### config.mk
export PLATFORM = sky130hd
export DESIGN_NAME = pli_cell
export DESIGN_NICKNAME = d
export VERILOG_FILES = /design/src/rtl/pli_pkg.sv /design/src/rtl/pli_cell.sv
export SDC_FILE = /design/constraint.sdc
export NUM_CORES = 1
export LEC_CHECK = 0
export BUFFER_PORTS_ARGS = -buffer_cell sky130_fd_sc_hd__clkbuf_2
export CORE_ASPECT_RATIO = 0.7
export CORE_MARGIN = 2
export CORE_UTILIZATION = 30
export CTS_CLUSTER_SIZE = 8
export DETAILED_ROUTE_END_ITERATION = 6
export GPL_TIMING_DRIVEN = 0
export PLACE_DENSITY = 0.69
export SLEW_MARGIN = 30
export SYNTH_ARGS = -nofsm -noshare
export SYNTH_HDL_FRONTEND = slang
export SYNTH_SLANG_ARGS = --single-unit
### constraint.sdc
create_clock -name clk -period 4.5 [get_ports clk]
set_input_delay 0.675 -clock clk [delete_from_list [all_inputs] [get_ports clk]]
set_output_delay 0.675 -clock clk [all_outputs]
set_load 0.05 [all_outputs]
### src/rtl/pli_pkg.sv
// ---------------------------------------------------------------------------
// pli_pkg
// Types and codes shared by the positional list cells, gather tree and top.
// ---------------------------------------------------------------------------
package pli_pkg;

  localparam int WORD_W = 32;
  localparam int POS_W  = 16;
  localparam int KIND_W = 3;
  localparam int LEN_W  = 9;

  typedef logic [WORD_W-1:0] word_t;
  typedef logic [POS_W-1:0]  pos_t;
  typedef logic [KIND_W-1:0] kind_t;
  typedef logic [LEN_W-1:0]  len_t;

  localparam kind_t KIND_READ = 3'd0;
  localparam kind_t KIND_HEAD = 3'd1;
  localparam kind_t KIND_TAIL = 3'd2;
  localparam kind_t KIND_AT   = 3'd3;
  localparam kind_t KIND_DEL  = 3'd4;

  // Control broadcast to every cell of the chain.
  typedef struct packed {
    logic ins;
    logic del;
    pos_t pos;
  } cell_ctl_t;

endpackage

### src/rtl/pli_cell.sv
// ---------------------------------------------------------------------------
// pli_cell
// One list slot: takes from the left on insert, from the right on delete.
// ---------------------------------------------------------------------------
module pli_cell #(
  parameter int IDX = 0
) (
  input  logic              clk,
  input  pli_pkg::cell_ctl_t ctl,
  input  pli_pkg::word_t    data,
  input  pli_pkg::word_t    left,
  input  pli_pkg::word_t    right,
  output pli_pkg::word_t    value,
  output pli_pkg::word_t    tap
);
  import pli_pkg::*;

  localparam pos_t K = pos_t'(IDX);

  word_t value_r;
  word_t value_nxt;

  always_comb begin
    value_nxt = value_r;
    if (ctl.ins && (K >= ctl.pos)) begin
      value_nxt = (K == ctl.pos) ? data : left;
    end else if (ctl.del && (K >= ctl.pos)) begin
      value_nxt = right;
    end
  end

  always_ff @(posedge clk) begin
    value_r <= value_nxt;
  end

  assign value = value_r;
  // drive the slot onto the gather tree only when it is the addressed one
  assign tap   = (K == ctl.pos) ? value_r : '0;

endmodule

==> flow_results.org <==
** Placement
- Dpl cell area :: 2610 sq um
- Input/output buffers :: 146
- Routability-driven placement finished with a final weighted congestion of 0.693.
- Final HPWL from detailed placement :: 3.52 mm
- Minimum setup slack after placement :: 1.59 ns

** Worst setup path
- Critical path launch point type :: primary input
- Slowest library cell on the worst path :: clkbuf_1
- Along the worst path, the maximum fanout reaches 10.
- The worst setup path is of the in2out kind.
- In this run the worst setup path begins at ctl[13].
- In this design, the critical path's most frequently occurring cell is clkbuf_2.
- Arr. time, crit path :: 2.20 ns
- CP Cell Sequence :: clkbuf_2 > nor4_1 > and4_1 > buf_6 > clkbuf_1 > and2_1 > clkbuf_2
- At the worst endpoint, the required time is 3.83 ns.
- On the worst path, the slowest cell contributes a delay of 0.32 ns.
- The worst setup path is captured at an output pin.

** GRT
- Global routing used 13.4% of the available tracks across all layers.
- The via count of the first global-routing pass came to 1329.
- Final global-route overflow total :: 0
- The first global-routing pass estimated 6.29 mm of wire.
- Entering global routing, the biggest net connects 33 pins.
- Antenna violations before repair :: 0

** Floorplan
- The die covers 6580 sq um.
- Die outline width :: 96.1 um
- Core footprint :: 5730 sq um
- In this run the count of I/O pins placed on the die edge is 179.
- The initial utilization of the core area, before any placement, comes to 31.1%.
- The floorplan has 23 rows.
- From bottom edge to top edge, the die measures 68.5 um.

** Routing
- Summed over all layers, the routed wires come to 4.33 mm.
- In the routed design, unresolved DRC markers number 0.
- DR iter-0 viols :: 26
- Routed length per placed instance :: 12.8 um
- Total number of vias :: 1436
- Detailed-route vias per instance :: 4.24
- First drt pass iteration count :: 2
- Once detail routing completed, the nets flagged for antenna violations numbered 0.

** Timing
- The worst pin sits at a relative slew slack of 48.1%.
- Total Neg Setup Slack :: 0 ns
- Worst-Margin Slew :: 0.778 ns
- Counting I/O delays and the setup requirement, the final critical path takes 2.87 ns.
- Final Setup Violations :: 0
- RSZ-0062 raised after global routing :: false
- Peak clock frequency supported by timing :: 348 MHz
- Final-report max-slew violation count :: 0
- In the post-route analysis, the smallest setup slack over all paths is 1.63 ns.
- Hold timing on the final database bottoms out at a slack of 0.693 ns.
- The final count of hold timing violations came to 0.
- The final critical path takes up 63.8% of the cycle.

** Final layout
- Compared with the post-synthesis result, the final layout area differs by 52.4%.
- Antenna diodes :: 0
- Of the cells placed in the final design, the portion with a size suffix greater than 1 is 73.5%.
- The net count of the finished layout is 378.
- With fillers left out, the area of the finished cells amounts to 2720 sq um.
- Largest register FFs :: 32
- Final core utilization :: 47.4%
- Fill cells in the final layout number 558.

** Power
- Switching portion of total power :: 18.2%
- In this run, flip-flops and latches consume 50.0% of the power.
- Internal power component :: 0.000535 W
- Static Leakage :: 1.41 nW
- Dividing total power by cell area gives a power density of 241 nW/um^2.
- The analysis attributes to net switching a power of 0.000119 W.
- Worst voltage drop across the vdd grid :: 0.127 mV
- Clock network power share :: 41.0%
- The share of total power dissipated in combinational logic is 8.9%.

** Clocking
- The clock net in this run drives a total of 32 sinks.
- Post-CTS resize count :: 0
- Root Driver :: clkbuf_8
- In this run the deepest clock path goes through 2 buffers.
- Buffers added to address setup during post-CTS repair amount to 0.
- The clock tree synthesis step divided the H-tree into 2 levels.
- TritonCTS clock tree :: done
- After clock tree synthesis, the clock-pin slew on the worst setup and hold paths is 0.07 ns.
- After clock tree synthesis, the flow added hold-fix buffers numbering 0.
- Number of buffers inserted during clock tree synthesis :: 5

** Yosys
- Count of synthesis-stage warnings from yosys :: 0
- Summed over its instances, the top area cell type makes up 53.9% of the synthesized netlist area.
- Counting every net in the synthesized netlist gives 225.
- Counting flops and latches in the post-synthesis netlist gives 32.
- Cell type with the largest total area after synthesis :: edfxtp_1
- Ranking of synthesized cells by area :: edfxtp_1, mux2_4, and2_1
- Counting distinct cell types in the post-synthesis netlist gives 12.
- Of the synthesized area, sequential elements account for 53.9%.
- Instance count of the mapped netlist :: 110
- The synthesized netlist occupies a cell area of 1780 sq um.
- A synthesized cell averages 16.2 sq um.

** Min path
- Origin of the worst min-delay path :: right[16]
- Worst hold path class :: in2reg

** Run
- Max cap viols :: 0

** Outcome
- Status :: complete, no violations
-- worst max-delay path: cells and delay by family --
family	cells	cell delay (ns)
buffers and inverters	4	0.82
and+or+nand+nor	3	0.70
-- per-stage QoR --
stage | instances | power (W)
3_3_place_gp | 331 | 0.000391
6_report | 339 | 0.000655
2_1_floorplan | 110 | 0.000355
5_1_grt | 339 | 0.000684
3_5_place_dp | 331 | 0.000393
4_1_cts | 339 | 0.000663
-- kinds of logic after synthesis --
family / Yosys count / synth area share (%)
buffers and inverters: 7 / 4.63
flip-flops: 32 / 53.9
AND/OR/NAND/NOR: 38 / 14.5
multiplexers: 32 / 26.5
AO/OA/AOI/OAI: 1 / 0.422
-- cell usage after synthesis --
library cell  instances
edfxtp_1             32
o21a_1                1
and2_1               29
nand2_8               1
mux2_2                2
mux2_4               30
and4_1                1
buf_6                 1
and2_2                3
buf_12                3
nor4_1                4
clkbuf_1              3
-- path summary, 6_finish.rpt --
| check | to | slack (ns) | depth (start not counted) |
|---|---|---|---|
| min | value[16] | 0.69 | 2 |
| max | tap[21] | 1.63 | 7 |
-- routing by layer --
| layer | vias up | wire, um | global-route usage (%) |
|---|---|---|---|
| met2 | 73 | 2120 | 22.9 |
| met4 | 0 | 34 | 3.75 |
| met1 | 652 | 1720 | 15.2 |
| met5 | - | 0 | 0 |
| li1 | 707 | - | - |
| met3 | 4 | 447 | 5.95 |
-- cell usage in the layout (no fill, tap or decap) --
cell type    n
and2_1      29
edfxtp_1    32
clkbuf_1     4
bufinv_16    1
nor4_1       4
clkbuf_8     5
buf_12       3
mux2_4      30
and4_1       1
clkinv_2     1
nand2_8      1
buf_6        1
o21a_2       1
mux2_2       2
clkbuf_2   146
and2_2       3
-- final cells by class --
type | count | area, sq um | area share, %
Buffer | 7 | 82.6 | 3.04
Clock buffer | 6 | 72.6 | 2.67
Clock inverter | 2 | 35.0 | 1.29
Multi-Input combinational cell | 71 | 739 | 27.2
Sequential cell | 32 | 961 | 35.4
Tap cell | 75 | 93.8 | 3.46
Timing Repair Buffer | 146 | 731 | 26.9
-- power groups by stage --
stage | Clock, W | Sequential (W) | Combinational, W
final | 0.000269 | 0.000328 | 0.0000584
after global routing | 0.000293 | 0.000327 | 0.0000644
after CTS | 0.000277 | 0.000327 | 0.0000592
after detailed placement | 0 | 0.000334 | 0.0000592
after global placement | 0 | 0.000334 | 0.0000574
after floorplan | 0 | 0.000334 | 0.0000214
(Power assumes the default switching activity.)
